==> config.mk <==
export PLATFORM = sky130hd
export DESIGN_NAME = alpha_mask_run_extractor
export DESIGN_NICKNAME = d
export VERILOG_FILES = /design/src/rtl/amre_pkg.sv /design/src/rtl/alpha_mask_run_extractor.sv /design/src/rtl/amre_scan.sv
export SDC_FILE = /design/constraint.sdc
export NUM_CORES = 1
export LEC_CHECK = 0
export BUFFER_PORTS_ARGS = -buffer_cell sky130_fd_sc_hd__buf_4
export CORE_MARGIN = 2
export CORE_UTILIZATION = 54
export DETAILED_ROUTE_END_ITERATION = 8
export PLACE_DENSITY = 0.75
export SETUP_SLACK_MARGIN = 0.3
export SYNTH_ARGS = -nofsm -noshare
export SYNTH_HDL_FRONTEND = slang
export SYNTH_SLANG_ARGS = --single-unit
export TNS_END_PERCENT = 20
==> constraint.sdc <==
create_clock -name i_clk -period 9.4 [get_ports i_clk]
set_input_delay 0.94 -clock i_clk [delete_from_list [all_inputs] [get_ports i_clk]]
set_output_delay 0.94 -clock i_clk [all_outputs]
set_load 0.01 [all_outputs]
==> src/rtl/amre_pkg.sv <==
`default_nettype none
// ----------------------------------------------------------------------------
// amre_pkg
// Shared types, constants and helpers for the alpha mask run extractor.
// ----------------------------------------------------------------------------
package amre_pkg;

    localparam int MAX_DIM = 4096;
    localparam int DIM_W   = $clog2(MAX_DIM + 1);
    localparam int COORD_W = $clog2(MAX_DIM);
    localparam int ALPHA_W = 8;
    localparam int DATA_W  = 32;
    localparam int ADDR_W  = 5;
    localparam int IDX_W   = 3;

    localparam logic [DIM_W-1:0] DIM_MAX = DIM_W'(MAX_DIM);

    typedef enum logic [IDX_W-1:0] {
        REG_THRESHOLD = 3'd0,
        REG_LEFT      = 3'd1,
        REG_RIGHT     = 3'd2,
        REG_TOP       = 3'd3,
        REG_BOTTOM    = 3'd4
    } t_reg_idx;

    typedef struct packed {
        logic [ALPHA_W-1:0] threshold;
        logic [DIM_W-1:0]   left;
        logic [DIM_W-1:0]   right;
        logic [DIM_W-1:0]   top;
        logic [DIM_W-1:0]   bottom;
    } t_scan_cfg;

    typedef struct packed {
        logic [COORD_W-1:0] left;
        logic [DIM_W-1:0]   right;
        logic [COORD_W-1:0] row;
    } t_run;

    function automatic logic [DIM_W-1:0] clamp_dim(input logic [DIM_W-1:0] v);
        return (v > DIM_MAX) ? DIM_MAX : v;
    endfunction

endpackage
`default_nettype wire

==> src/rtl/alpha_mask_run_extractor.sv <==
`default_nettype none
// ----------------------------------------------------------------------------
// alpha_mask_run_extractor
// Turns a raster stream of alpha bytes into opaque horizontal runs.
// ----------------------------------------------------------------------------
// One pixel is taken every clock cycle while o_in_stall is low. A pixel passes an
// input register and then the compare and counter logic, so a run is written to
// the result register when the pixel that ends it leaves the input register. The result
// register only holds back the stream while it is full and stalled. Writing a rectangle
// register restarts the scan at the top left corner; write configuration only
// while no pixel is in flight.
module alpha_mask_run_extractor
    import amre_pkg::*;
(
    input  wire logic               i_clk,
    input  wire logic               i_rst_n,
    input  wire logic               psel,
    input  wire logic               penable,
    input  wire logic               pwrite,
    input  wire logic [ADDR_W-1:0]  paddr,
    input  wire logic [DATA_W-1:0]  pwdata,
    output logic      [DATA_W-1:0]  prdata,
    output logic                    pready,
    input  wire logic               i_in_valid,
    output logic                    o_in_stall,
    input  wire logic [ALPHA_W-1:0] i_alpha,
    output logic                    o_out_valid,
    input  wire logic               i_out_stall,
    output logic [COORD_W-1:0]      o_run_left,
    output logic [DIM_W-1:0]        o_run_right,
    output logic [COORD_W-1:0]      o_run_row
);

    logic [ALPHA_W-1:0] r_threshold;
    logic [DIM_W-1:0]   r_left;
    logic [DIM_W-1:0]   r_right;
    logic [DIM_W-1:0]   r_top;
    logic [DIM_W-1:0]   r_bottom;

    logic               r_in_valid;
    logic [ALPHA_W-1:0] r_alpha;
    logic               r_out_valid;
    t_run               r_run;

    t_reg_idx           reg_idx;
    logic               cfg_write;
    logic               rect_write;
    t_scan_cfg          scan_cfg;
    logic               out_free;
    logic               step;
    logic               in_take;
    logic               emit;
    t_run               run;

    assign pready    = 1'b1;
    assign reg_idx   = t_reg_idx'(paddr[ADDR_W-1:2]);
    assign cfg_write = psel && penable && pwrite;

    always_comb begin
        rect_write = 1'b0;
        prdata     = '0;
        case (reg_idx)
            REG_THRESHOLD: prdata = DATA_W'(r_threshold);
            REG_LEFT: begin
                prdata     = DATA_W'(r_left);
                rect_write = cfg_write;
            end
            REG_RIGHT: begin
                prdata     = DATA_W'(r_right);
                rect_write = cfg_write;
            end
            REG_TOP: begin
                prdata     = DATA_W'(r_top);
                rect_write = cfg_write;
            end
            REG_BOTTOM: begin
                prdata     = DATA_W'(r_bottom);
                rect_write = cfg_write;
            end
            default: prdata = '0;
        endcase
    end

    always_ff @(posedge i_clk) begin
        if (!i_rst_n) begin
            r_threshold <= '0;
            r_left      <= '0;
            r_right     <= DIM_MAX;
            r_top       <= '0;
            r_bottom    <= DIM_MAX;
        end else if (cfg_write) begin
            case (reg_idx)
                REG_THRESHOLD: r_threshold <= pwdata[ALPHA_W-1:0];
                REG_LEFT:      r_left      <= pwdata[DIM_W-1:0];
                REG_RIGHT:     r_right     <= pwdata[DIM_W-1:0];
                REG_TOP:       r_top       <= pwdata[DIM_W-1:0];
                REG_BOTTOM:    r_bottom    <= pwdata[DIM_W-1:0];
                default: ;
            endcase
        end
    end

    assign scan_cfg.threshold = r_threshold;
    assign scan_cfg.left      = clamp_dim(r_left);
    assign scan_cfg.right     = clamp_dim(r_right);
    assign scan_cfg.top       = clamp_dim(r_top);
    assign scan_cfg.bottom    = clamp_dim(r_bottom);

    // pipeline handshake
    assign out_free   = !r_out_valid || !i_out_stall;
    assign step       = r_in_valid && out_free;
    assign o_in_stall = r_in_valid && !out_free;
    assign in_take    = i_in_valid && !o_in_stall;

    always_ff @(posedge i_clk) begin
        if (!i_rst_n) begin
            r_in_valid <= 1'b0;
        end else if (in_take) begin
            r_in_valid <= 1'b1;
        end else if (step) begin
            r_in_valid <= 1'b0;
        end
    end

    always_ff @(posedge i_clk) begin
        if (in_take) begin
            r_alpha <= i_alpha;
        end
    end

    amre_scan u_scan (
        .i_clk     (i_clk),
        .i_rst_n   (i_rst_n),
        .i_restart (rect_write),
        .i_step    (step),
        .i_alpha   (r_alpha),
        .i_cfg     (scan_cfg),
        .o_emit    (emit),
        .o_run     (run)
    );

    always_ff @(posedge i_clk) begin
        if (!i_rst_n) begin
            r_out_valid <= 1'b0;
        end else if (out_free) begin
            r_out_valid <= emit;
        end
    end

    always_ff @(posedge i_clk) begin
        if (out_free && emit) begin
            r_run <= run;
        end
    end

    assign o_out_valid = r_out_valid;
    assign o_run_left  = r_run.left;
    assign o_run_right = r_run.right;
    assign o_run_row   = r_run.row;

    a_run_nonempty: assert property (@(posedge i_clk) disable iff (!i_rst_n)
        o_out_valid |-> (o_run_right > {1'b0, o_run_left}))
        else $error("run with end column not past start column");

    a_result_held: assert property (@(posedge i_clk) disable iff (!i_rst_n)
        (r_out_valid && i_out_stall) |=> (r_out_valid && $stable(r_run)))
        else $error("stalled result lost or changed");

    a_stall_only_when_full: assert property (@(posedge i_clk) disable iff (!i_rst_n)
        o_in_stall |-> (r_in_valid && r_out_valid && i_out_stall))
        else $error("input stalled without a blocked result");

    a_no_step_while_blocked: assert property (@(posedge i_clk) disable iff (!i_rst_n)
        (r_out_valid && i_out_stall) |-> !emit)
        else $error("run produced while result register blocked");

endmodule
`default_nettype wire

==> src/rtl/amre_scan.sv <==
`default_nettype none
// ----------------------------------------------------------------------------
// amre_scan
// Scan position and open-run tracking; one pixel per step, at most one run out.
// ----------------------------------------------------------------------------
module amre_scan
    import amre_pkg::*;
(
    input  wire logic               i_clk,
    input  wire logic               i_rst_n,
    input  wire logic               i_restart,
    input  wire logic               i_step,
    input  wire logic [ALPHA_W-1:0] i_alpha,
    input  wire t_scan_cfg          i_cfg,
    output logic                    o_emit,
    output t_run                    o_run
);

    logic [DIM_W-1:0] r_col, n_col;
    logic [DIM_W-1:0] r_row, n_row;
    logic             r_open, n_open;
    logic [DIM_W-1:0] r_start, n_start;

    logic             empty_rect;
    logic             outside;
    logic [DIM_W-1:0] cur_col;
    logic [DIM_W-1:0] cur_row;
    logic             cur_open;
    logic [DIM_W-1:0] cur_start;
    logic             transparent;
    logic             close_run;
    logic             open_after;
    logic [DIM_W-1:0] start_after;
    logic [DIM_W-1:0] col_inc;
    logic [DIM_W-1:0] row_inc;
    logic             row_end;

    assign empty_rect = (i_cfg.left >= i_cfg.right) || (i_cfg.top >= i_cfg.bottom);
    assign outside    = (r_col < i_cfg.left) || (r_col >= i_cfg.right)
                     || (r_row < i_cfg.top) || (r_row >= i_cfg.bottom);

    assign cur_col   = outside ? i_cfg.left : r_col;
    assign cur_row   = outside ? i_cfg.top  : r_row;
    assign cur_open  = outside ? 1'b0 : r_open;
    assign cur_start = outside ? '0   : r_start;

    assign transparent = (i_alpha <= i_cfg.threshold);
    assign close_run   = cur_open && transparent;
    assign open_after  = !transparent;
    assign start_after = (!cur_open && !transparent) ? cur_col : cur_start;

    assign col_inc = cur_col + 1'b1;
    assign row_inc = cur_row + 1'b1;
    assign row_end = (col_inc >= i_cfg.right);

    always_comb begin
        n_col   = r_col;
        n_row   = r_row;
        n_open  = r_open;
        n_start = r_start;
        o_emit  = 1'b0;
        o_run.left  = start_after[COORD_W-1:0];
        o_run.right = close_run ? cur_col : i_cfg.right;
        o_run.row   = cur_row[COORD_W-1:0];
        if (i_restart) begin
            // park outside any rectangle so the next pixel starts from the new edges
            n_col   = DIM_MAX;
            n_row   = DIM_MAX;
            n_open  = 1'b0;
            n_start = '0;
        end else if (i_step && !empty_rect) begin
            n_start = start_after;
            o_emit  = close_run || (row_end && open_after);
            if (row_end) begin
                n_col  = i_cfg.left;
                n_row  = (row_inc >= i_cfg.bottom) ? i_cfg.top : row_inc;
                n_open = 1'b0;
            end else begin
                n_col  = col_inc;
                n_row  = cur_row;
                n_open = open_after;
            end
        end
    end

    always_ff @(posedge i_clk) begin
        if (!i_rst_n) begin
            r_col   <= '0;
            r_row   <= '0;
            r_open  <= 1'b0;
            r_start <= '0;
        end else begin
            r_col   <= n_col;
            r_row   <= n_row;
            r_open  <= n_open;
            r_start <= n_start;
        end
    end

endmodule
`default_nettype wire
Yosys cells after proc, flatten, opt, wreduce, memory -nomap -nowiden. Index checks and enable logic that the tools add are counted.

Register bits after elaboration: 146. Input bits: 52. Output and inout port bits: 72. Logic and storage cells: 94.

$add $sub $neg: 2. $lt $le $gt $ge: 13. Eq/ne operators: 4. Mux-type cells: 24. Bitwise gates (word level): 1. Reductions and logical operators: 33.

Operator list (number): $mux W13 (14); $ge A13 B13 Y1 (6); $pmux W13 S5 (1); $gt A13 B13 Y1 const B (4); $add A13 B1 Y13 const B (2); $lt A13 B13 Y1 (2); $mux W12 (2); $logic_and A1 B1 Y1 (10); $reduce_and A2 Y1 (5); $le A8 B8 Y1 (1); $logic_not A1 Y1 (7); $mux W1 (7); $eq A3 B2 Y1 const B (2); $logic_or A1 B1 Y1 (6); $reduce_bool A2 Y1 (2); $reduce_or A4 Y1 (1); $eq A3 B1 Y1 const B (1); $eq A3 B3 Y1 const B (1); $logic_not A3 Y1 (1); $reduce_or A2 Y1 (1); $not A1 Y1 (1).

Depth between registers and ports, before layout. Gate-level depths: netlist of the first run.

Depth after elaboration: 14. Depth in mapped cells: 32. Gate-level depth less buffers: 27.

Modules after synthesis. Synthesis of the first run repeated with hierarchy kept, for this count alone.

Cell total of the unflattened synthesis: 1202. Area total of the unflattened synthesis: 10640.2 sq um.

Modules (own cells, without submodules): amre_scan (times used 1, cells each 794, area an instance 6023.3 sq um, sequential area each 780.7 sq um); alpha_mask_run_extractor (times used 1, cells each 408, area an instance 4616.9 sq um, sequential area each 2592.5 sq um).

Least setup slack after synthesis of the first run. No wires, ideal clock.

Path type: flip-flop to flip-flop. Start: reg r_bottom[12]. End: reg r_run, in the netlist o_run_left[0] (enable). Setup time: 527 ps. Arrival time: 8902 ps. Data required time: 8873 ps. Slack: -29 ps. Stages on the path, launching flop included: 29. Buffers on the path: 5. Clock period less this slack: 9429 ps. Cells stage by stage: dfxtp_1 > inv_1 > clkbuf_1 > nand2_1 > ha_1 > a2111oi_0 > o21ai_1 > o311ai_0 > a21o_1 > nand4_2 > buf_2 > buf_4 > mux2i_1 > inv_1 > ha_1 > nand3_1 > or3_1 > or3_1 > o31a_1 > mux2i_1 > ha_1 > nand4_1 > nor4_1 > a211oi_1 > and2_1 > clkbuf_1 > clkbuf_1 > and2_1 > nor4_1.

Cells in the longest elaborated chain, start to end: 12. Elaborated cells on any way between the ends: 18. Classes of those cells: 1 x add/sub; 4 x order compare; 5 x mux; 8 x reduce/logical.

Ends and longest elaborated chain: start: declaration (line alpha_mask_run_extractor.sv:38) `logic [DIM_W-1:0] r_bottom;`; start signal: assignment (line alpha_mask_run_extractor.sv:97) `REG_BOTTOM: r_bottom <= pwdata[DIM_W-1:0];`; $gt A13 B13 Y1 (line amre_pkg.sv:41) `return (v > DIM_MAX) ? DIM_MAX : v;`; $mux W13 * (line amre_pkg.sv:41); $ge A13 B13 Y1 (line amre_scan.sv:40) `|| (r_row < i_cfg.top) || (r_row >= i_cfg.bottom);`; $logic_or A1 B1 Y1 (line amre_scan.sv:40); $mux W13 (line amre_scan.sv:42) `assign cur_col = outside ? i_cfg.left : r_col;`; $add A13 B1 Y13 (line amre_scan.sv:52) `assign col_inc = cur_col + 1'b1;`; $ge A13 B13 Y1 (line amre_scan.sv:54) `assign row_end = (col_inc >= i_cfg.right);`; $logic_and A1 B1 Y1 (line amre_scan.sv:73) `o_emit = close_run || (row_end && open_after);`; $logic_or A1 B1 Y1 (line amre_scan.sv:73); $mux W1 * (line amre_scan.sv:71) `end else if (i_step && !empty_rect) begin`; $mux W1 * (line amre_scan.sv:65) `if (i_restart) begin`; $logic_and A1 B1 Y1 * (line alpha_mask_run_extractor.sv:151) `if (out_free && emit) begin`; end signal: assignment (line alpha_mask_run_extractor.sv:152) `r_run <= run;`; end: declaration (line alpha_mask_run_extractor.sv:43) `t_run r_run;`.

Mark *: on every way between the ends. The rest lies on a longest branch, timed or not. A chain may end at the register's enable or synchronous reset.

==> impl_results.md, run 1 <==
- CTS max path bufs: 2
- Detail Placement HPWL: 23.0 mm
- Row cnt: 51
- Seq cells post-synth: 146
- Pins Over Slew Limit: 0
- Worst endpoint required time: 9730 ps
- R2R setup slack: 1720 ps
- CP Max Fanout: 50
- Worst R2R End: u_scan.r_row[0]
- Starting Density: 54.8%
- H-tree depth: 4
- Final wirelength: 30.6 mm
- Final worst path period need: 7680 ps
- All-layer global routing usage: 30.4%
- Worst setup EP type: flop
- GPL Wtd Cong: 1.05
- Finish-stage setup viols: 0
- Outcome: complete, no violations
- Core Area: 0.0193 mm2
- Rel. slew slack: 24.4%
- I/O Pins: 124
- Syn_area_per_cell: 8.72 um2
- Synth Instances: 1,214
- CTS tree: built
- Largest net degree at the start of global routing: 67
- Layout area overhead: 12.6%
- Final Hold Fails: 0
- CP arrival: 8010 ps
- Antenna violations before repair: 0
- PostCTS Resize Cnt: 0
- DRC Markers: 0
- Post-synth EDFFs: 45
- Share of layout cells above drive strength 1: 12.3%
- Sequential area share after synthesis: 31.9%
- RSZ-0062 raised after global routing: false
- R2R cell count: 26
- Vias: 9,503
- DR pass1 iterations: 5
- Setup crit start: r_right[12]
- Die Wd: 144 um
- Iter 0 DRT Violations: 1,002
- Critical path class: reg2reg
- Leak: 4.77 nW
- Die height: 144 um
- Top_reg_cell synth: dfxtp_1
- Type of origin of the critical path: flop
- Total power: 1.84 mW
- Tightest Pin Transition: 1130 ps
- Final Cycle Share: 81.8%
- Die area: 0.0207 mm2
- Synth Cell Area: 0.0106 mm2
- Setup TNS: 0 ps
- Max Freq: 130 MHz
- Clock transition at path regs: 60 ps
- Hold Path Class: reg2reg
- Clk_lat worst skew: 430 ps
- Distinct cell type count after synthesis: 76
- Setup crit end: u_scan.r_row[0]
- Vias in the first global route: 8,800
- ANT cells: 0
- Final antenna-violating net count: 0
- Post-layout nets: 1,423
- Worst r2r src: r_right[12]
- Synth async-reset ratio: 0%
- Wire length per cell: 19.9 um
- Clock root cell: clkbuf_16
- Clock skew: 7.57 ps
- Clock sink count: 146
- Most frequent cells in the layout: nand2_1, ha_1, dfxtp_1
- Postcts setup bufs: 0
- CTS Hold Bufs: 0
- Max-Cap Viols: 0
- Maximum VDD drop: 0.000167 V
- Number of port buffers: 82
- Ys Warns: 0
- Hold WS: 458 ps
- Num CTS Buffers: 17
- Power density cells: 154 mW/mm2
- Grt total ovfl: 0
- First-pass GRT wire length: 48.5 mm
- Vias per cell: 6.18
- Most common cell after layout, fill and taps aside: nand2_1
## Yosys cell counts (5+ instances only)
master / instances / area [um2]
nand2_1: 154 / 578
nand2b_1: 11 / 68.8
o2111ai_1: 6 / 52.6
a31oi_1: 8 / 50.1
o211ai_1: 10 / 75.1
o31ai_1: 6 / 45.0
edfxtp_1: 45 / 1350
a22oi_1: 13 / 97.6
or3_1: 6 / 37.5
nand3_1: 35 / 175
mux2_2: 7 / 78.8
buf_4: 22 / 165
o21ai_0: 36 / 180
and2_1: 5 / 31.3
inv_1: 54 / 203
buf_1: 7 / 26.3
dfxtp_1: 101 / 2020
nor2b_1: 48 / 300
and4_1: 6 / 52.6
a211oi_1: 13 / 97.6
nand4_1: 19 / 119
o21a_1: 10 / 75.1
nor2_1: 65 / 244
a21boi_0: 17 / 128
xor2_1: 16 / 140
o21ai_1: 8 / 40.0
buf_2: 11 / 55.1
o22ai_1: 14 / 87.6
a21oi_1: 64 / 320
nor4_1: 7 / 43.8
a21boi_1: 8 / 60.1
xnor2_1: 19 / 166
mux2i_1: 94 / 941
ha_1: 112 / 1400
and3_1: 8 / 50.1
a32o_1: 11 / 110
clkbuf_1: 43 / 161
nor3_1: 17 / 85.1
a21o_1: 13 / 97.6
a211o_1: 6 / 52.6
## routing by layer
layer	GRT usage, %	wire length [um]
met2	43.6	12900
met5	0	0
met3	4.90	2550
met4	15.7	1430
met1	43.9	13700
## registers in the layout, indices dropped and copies added (netlist names)
signal,cells
r_left,13
u_scan.r_open,1
o_run_left,12
r_in_valid,1
u_scan.r_row,13
r_bottom,13
u_scan.r_start,12
r_alpha,8
o_run_row,12
r_top,13
r_right,13
r_threshold,8
o_run_right,13
u_scan.r_col,13
o_out_valid,1
## area by class of cell
class / instances / area (um2)
Sequential cell: 146 / 3370
Clock inverter: 6 / 87.6
Inverter: 58 / 218
Fill cell: 1690 / 7410
Tap cell: 265 / 332
Clock buffer: 26 / 544
Multi-Input combinational cell: 943 / 6670
Timing Repair Buffer: 93 / 698
## per-stage QoR
stage / utilization [%] / setup slack, ps / cells / instance area [um2]
after floorplan: - / 1570 / 1232 / 10700
after global placement: 58.4 / 2030 / 1505 / 11300
after detailed placement: 58.4 / 1920 / 1505 / 11300
after CTS: 61.7 / 1900 / 1537 / 11900
after global routing: 61.7 / 1290 / 1537 / 11900
final: 61.7 / 1720 / 1537 / 11900
## cells by family after synthesis
logic type               share of synthesized area [%]
AO/OA/AOI/OAI                                     17.2
XOR/XNOR                                          2.90
adder cells (fa/ha/maj)                           13.2
buffers and inverters                             6.12
flip-flops                                        31.9
multiplexers                                      9.74
other                                           0.0709
AND/OR/NAND/NOR                                   18.9
## report_power, final
group	switching, mW	total, mW	internal (mW)
combinational	0.254	0.414	0.160
clock	0.273	0.727	0.454
sequential	0.0259	0.697	0.671
total	0.553	1.84	1.29
## critical path: stages, from the launching register on
cell and delay, ps:
dfxtp_1 350, inv_1 360, nand2_1 270, ha_1 370
and4_1 250, nor3b_1 210, nand3_1 140, and4_1 220
nand4_2 160, buf_4 570, mux2_1 320, ha_1 330
nand4b_1 250, nor2_1 210, nand2_1 110, nor4_1 540
xnor2_1 180, mux2i_1 350, ha_1 320, nand4_1 90
a31oi_1 80, o311ai_0 500, a21oi_2 320, buf_4 270
or4_1 400, a31o_1 220, and4_1 160
## worst min-delay path by stage
| stage | from | endpoint | cells after the start |
|---|---|---|---|
| floorplan | u_scan.r_start[3] | u_scan.r_start[3] | 2 |
| global placement | u_scan.r_start[6] | u_scan.r_start[6] | 2 |
| detailed placement | u_scan.r_start[4] | u_scan.r_start[4] | 2 |
| CTS | u_scan.r_start[4] | u_scan.r_start[4] | 2 |
| global route | u_scan.r_start[4] | u_scan.r_start[4] | 2 |
| finish | u_scan.r_start[4] | u_scan.r_start[4] | 2 |
Note: power is estimated with default switching activity, not from simulation.
==> run 2: changes to the inputs <==
- CORE_UTILIZATION: 54 -> 60
- PLACE_DENSITY: 0.75 -> 0.79
- clock period: 9.4 -> 7.3 ns (I/O delays scaled with it)
==> run 2 against run 1 <==
  * Clock skew decreased by 0.55 ps
  * Register-to-register slack got worse by 1200 ps
  * Global-route usage grew 3.0 points
  * Sequential cell count unchanged
  * Design area about the same
  * Count of clock-buffer cells in the layout fell by 7
  * Wire length is 1.5% higher
  * Combinational power is 32% higher
  * Die area is 9.7% lower
  * Critical path type unchanged
  * Critical endpoint unchanged
  * Largest power group is now registers
  * Highest routed layer unchanged
==> impl_results.md, run 2 (synthesized netlist as in run 1, its figures left out) <==
- First-pass GRT wire length: 47.7 mm (-1.8%)
- ANT cells: 0 (unchanged)
- All-layer global routing usage: 33.4% (+3.0 points)
- Max-Cap Viols: 0 (unchanged)
- Slowest stage delay, CP: 720 ps (+150 ps)
- CTS max path bufs: 2 (unchanged)
- GPL Wtd Cong: 1.02 (-2.9%)
- Iter 0 DRT Violations: 1,242 (+24%)
- Die Wd: 137 um (-5.0%)
- Clk_lat worst skew: 430 ps (about the same)
- Num CTS Buffers: 17 (unchanged)
- Final Hold Fails: 0 (unchanged)
- I/O Pins: 124 (unchanged)
- Most common cell after layout, fill and taps aside: nand2_1
- Finish-stage setup viols: 0 (unchanged)
- Layout area overhead: 12.5% (about the same)
- Largest net degree at the start of global routing: 67 (unchanged)
- RSZ-0062 raised after global routing: false
- Maximum VDD drop: 0.000190 V (+14%)
- Number of port buffers: 82 (unchanged)
- Most frequent cells in the layout: nand2_1, ha_1, buf_4, dfxtp_1, mux2i_1
- Clock transition at path regs: 70 ps (about the same)
- Leak: 4.80 nW (+0.65%)
- Logic pwr share: 24.0% (+1.5 points)
- DRC Markers: 0 (unchanged)
- Final wirelength: 31.0 mm (+1.5%)
- Clock root cell: clkbuf_16
- Worst setup EP type: flop
- Hold Path Class: reg2reg
- Type of origin of the critical path: flop
- Detail Placement HPWL: 23.1 mm (+0.54%)
- Die area: 0.0187 mm2 (-9.7%)
- H-tree depth: 4 (unchanged)
- Max Freq: 148 MHz (+14%)
- Final worst path period need: 6750 ps (-937 ps)
- Outcome: complete, no violations
- CP arrival: 7080 ps (-930 ps)
- Vias per cell: 6.35 (+2.8%)
- Row cnt: 48 (-5.9%)
- CP max stage cell: dfxtp_1
- Power density cells: 192 mW/mm2 (+24%)
- Sequential Power Share: 39.3% (+1.4 points)
- Clock power frac: 36.7% (-2.9 points)
- Share of layout cells above drive strength 1: 13.6% (+1.3 points)
- CP Max Fanout: 26 (-48%)
- Switching Share: 32.7% (+2.6 points)
- Worst endpoint required time: 7630 ps (-2100 ps)
- DR pass1 iterations: 6 (+1)
- CTS tree: built
- Wire length per cell: 20.6 um (+3.5%)
- Fin cells: 1,507 (-2.0%)
- Critical path class: reg2reg
- Die height: 137 um (-5.0%)
- Clock sink count: 146 (unchanged)
- Core Area: 0.0173 mm2 (-11%)
- Internal power: 1.54 mW (+19%)
- Antenna violations before repair: 0 (unchanged)
- Tightest Pin Transition: 1100 ps (-32.8 ps)
- Final Cycle Share: 92.4% (+11 points)
- Most frequent CP cell: ha_1
- Vias in the first global route: 8,720 (-0.91%)
- Final antenna-violating net count: 0 (unchanged)
- Vias: 9,574 (+0.75%)
- NetSw: 0.747 mW (+35%)
- Starting Density: 61.2% (+6.5 points)
- Post-layout nets: 1,433 (+0.70%)
- Pins Over Slew Limit: 0 (unchanged)
- Rel. slew slack: 26.6% (+2.2 points)
- Setup TNS: 0 ps (unchanged)
- Clock skew: 7.02 ps (-0.554 ps)
- Grt total ovfl: 0 (unchanged)
- Post-Place Cells: 1,470 (-2.3%)
run 2: changes by cell type in the layout (fill, tap and decap cells not counted), sizes merged:
cell and change:
buf +10, clkbuf -7, clkinv +6, inv +4, bufinv -2, clkinvlp -1
run 2: power groups by stage:
stage                     registers (mW)  clock network [mW]  logic (mW)
after floorplan                    0.905                   0       0.402
after global placement             0.913                   0       0.521
after detailed placement           0.914                   0       0.529
after CTS                          0.896               0.836       0.532
after global routing               0.900               0.865       0.588
final                              0.898               0.837       0.547
run 2: timing repair:
action	in CTS	in global routing
hold buffers	0	0
gates resized for setup	0	6
endpoints found under the hold margin	0	0
setup endpoints to repair	0	62
buffers inserted	0	5
run 2: per-layer routing:
| metal | part of all wire [%] | global-route usage (%) |
|---|---|---|
| met4 | 3.4 | 14.0 |
| met5 | 0 | 0 |
| met2 | 43 | 49.8 |
| met3 | 9.4 | 4.81 |
| met1 | 44 | 48.3 |
run 2: worst paths after layout:
kind	start	to	slack, ps	depth (start not counted)
worst min register to register	u_scan.r_start[3]	u_scan.r_start[3]	460	2
worst max-delay path	r_top[12]	u_scan.r_row[0]	550	25
worst min-delay path	u_scan.r_start[3]	u_scan.r_start[3]	460	2
worst max register to register	r_top[12]	u_scan.r_row[0]	550	25
run 2: final cells by class:
cell class,instances,area [um2]
clock inverters,13,100
inverters,58,221
clock buffers,19,454
repair buffers,103,798
flip-flops and latches,146,3370
well taps,225,282
fillers,1447,5390
multi-input cells,943,6680
run 2: metrics by stage:
stage | worst slack, ps | utilization [%] | hold slack (ps) | total power, mW | instance area (um2)
global placement | 636 | 65.3 | 443 | 1.43 | 11300
CTS | 464 | 68.5 | 461 | 2.26 | 11900
floorplan | 333 | - | 436 | 1.31 | 10700
global route | 330 | 68.9 | 463 | 2.35 | 11900
detailed placement | 508 | 65.3 | 451 | 1.44 | 11300
finish | 552 | 68.9 | 463 | 2.28 | 11900
run 2: critical path, delay by kind of cell (launching register included):
family          cells  cell delay (ps)
compound gates      5             1070
xor+xnor            1              120
fa+ha+maj           3              750
buf+inv             2              360
flops               1              720
mux                 2              840
simple gates       12             2760
==> run 3: changes to the inputs <==
- CORE_UTILIZATION: 60 -> 62
- PLACE_DENSITY: 0.79 -> 0.81
- REMOVE_ABC_BUFFERS: unset -> 1
- clock period: 7.3 -> 8.1 ns (I/O delays scaled with it)
==> run 3 against run 2 <==
  * Sequential power shrank 10%
  * Largest power group unchanged
  * Critical path depth shrank 1
  * Sequential cell count is the same
  * Combinational power shrank 4.6%
==> impl_results.md, run 3 (synthesized netlist as in run 1, its figures left out) <==
- Most frequent CP cell: ha_1
- CP arrival: 7540 ps (+460 ps)
- Total power: 2.13 mW (-6.7%)
- First-pass GRT wire length: 47.7 mm (about the same)
- Final antenna-violating net count: 0 (unchanged)
- PostCTS Resize Cnt: 0 (unchanged)
- Finish-stage setup viols: 0 (unchanged)
- Multi-input gate area: 0.00666 mm2 (-0.34%)
- Final wirelength: 30.4 mm (-2.1%)
- Final worst path period need: 7250 ps (+505 ps)
- H-tree depth: 4 (unchanged)
- Post-route setup slack: 847 ps (+295 ps)
- DRC Markers: 0 (unchanged)
- All-layer global routing usage: 33.8% (+0.34 points)
- Cell Chain, Critical Path: inv_2 -> nand2_1 -> ha_1 -> nand4_1 -> nor4_1 -> o41ai_1 -> o211ai_1 -> nand4_2 -> mux2i_1 -> inv_1 -> ha_1 -> nand3_1 -> or3_1 -> or3_1 -> o31a_1 -> mux2i_1 -> ha_1 -> nand4_1 -> nor4_1 -> a211oi_1 -> and2_1 -> a211oi_1 -> o32a_1 -> o22ai_1
- Die height: 135 um (-1.6%)
- Num CTS Buffers: 17 (unchanged)
- Setup TNS: 0 ps (unchanged)
- Antenna violations before repair: 0 (unchanged)
- Post-layout nets: 1,434 (+0.070%)
- Clock sink count: 146 (unchanged)
- Most frequent cells in the layout: nand2_1, ha_1, buf_4
- Largest net degree at the start of global routing: 67 (unchanged)
- Detail Placement HPWL: 22.4 mm (-3.0%)
- CP max stage cell: a211oi_1
- Outcome: complete, no violations
- CTS max path bufs: 2 (unchanged)
- Setup crit start: r_left[12]
- Clock root cell: clkbuf_16
- Most common cell after layout, fill and taps aside: nand2_1
- Worst setup EP type: flop
- Clock skew: 7.75 ps (+0.727 ps)
- Number of port buffers: 82 (unchanged)
- Pre-CTS WS: 1240 ps (+735 ps)
- Vias: 9,678 (+1.1%)
- Core Area: 0.0166 mm2 (-3.8%)
- Row cnt: 47 (-2.1%)
- CTS Hold Bufs: 0 (unchanged)
- Clock transition at path regs: 60 ps (about the same)
- Share of layout cells above drive strength 1: 13.5% (-0.089 points)
- Critical path class: reg2reg
- Fill cell count: 1,296 (-10%)
- Pins Over Slew Limit: 0 (unchanged)
- ANT cells: 0 (unchanged)
- Final Hold Fails: 0 (unchanged)
- Rel. slew slack: 23.4% (-3.2 points)
- HP Start: u_scan.r_start[3]
- Vias per cell: 6.44 (+1.4%)
- Die area: 0.0181 mm2 (-3.1%)
- Die Wd: 135 um (-1.6%)
- CTS tree: built
- Final Util: 71.6% (+2.7 points)
- Power density cells: 179 mW/mm2 (-6.7%)
- Max-Cap Viols: 0 (unchanged)
- GPL Wtd Cong: 0.998 (-1.8%)
- FF/Latch Area: 0.00337 mm2 (unchanged)
- Slowest stage delay, CP: 890 ps (+170 ps)
- Wire length per cell: 20.2 um (-1.9%)
- Type of origin of the critical path: flop
- Iter 0 DRT Violations: 1,103 (-11%)
- Maximum VDD drop: 0.000164 V (-14%)
- Leak: 4.81 nW (+0.30%)
- Worst r2r src: r_left[12]
- Vias in the first global route: 8,941 (+2.5%)
- Worst endpoint required time: 8390 ps (+760 ps)
- Starting Density: 63.6% (+2.4 points)
- CP Max Fanout: 10 (-62%)
- I/O Pins: 124 (unchanged)
- Max Freq: 138 MHz (-7.0%)
- Postcts setup bufs: 0 (unchanged)
- Clk_lat worst skew: 440 ps (about the same)
- Final Cycle Share: 89.5% (-2.9 points)
- Grt total ovfl: 0 (unchanged)
- Tightest Pin Transition: 1140 ps (+45.7 ps)
- Layout area overhead: 12.5% (about the same)
- RSZ-0062 raised after global routing: false
- Hold WS: 463 ps (+0.174 ps)
- DR pass1 iterations: 8 (+2)
- Hold Path Class: reg2reg
==> run 3: cell type report <==
class,count,share of cell area [%]
inverters,58,1.83
clock inverters,14,1.30
well taps,220,2.31
clock buffers,18,3.69
flip-flops and latches,146,28.3
repair buffers,104,6.66
multi-input cells,943,55.9
==> run 3: worst max-delay path, delay by kind of cell, from the launching register on <==
family	cells	cell delay (ps)
fa+ha+maj	3	720
buf+inv	2	410
mux	2	570
simple gates	10	2890
flops	1	470
compound gates	7	2030
==> run 3: final timing paths <==
path                             to  slack [ps]  cells after the start
setup / recovery   u_scan.r_row[10]         850                     24
hold / removal    u_scan.r_start[3]         460                      2
setup reg to reg   u_scan.r_row[10]         850                     24
hold reg to reg   u_scan.r_start[3]         460                      2
==> run 3: power breakdown <==
part	switching [mW]	internal [mW]	leakage (nW)	total, mW
logic	0.327	0.195	3.33	0.522
clock network	0.335	0.466	0.283	0.800
registers	0.0274	0.778	1.21	0.806
total	0.689	1.44	4.81	2.13
==> run 3: per-layer routing <==
layer	track usage (%)	share of wire (%)	vias to the layer above
met5	0	0	-
met4	13.1	2.7	0
met3	6.53	11	71
met2	51.3	44	615
met1	47.5	43	4529
li1	-	-	4463
==> run 3: through the flow <==
stage | area [um2] | cells
6_report | 11900 | 1503
4_1_cts | 11900 | 1503
2_1_floorplan | 10200 | 1147
3_3_place_gp | 11300 | 1471
3_5_place_dp | 11300 | 1471
5_1_grt | 11900 | 1503
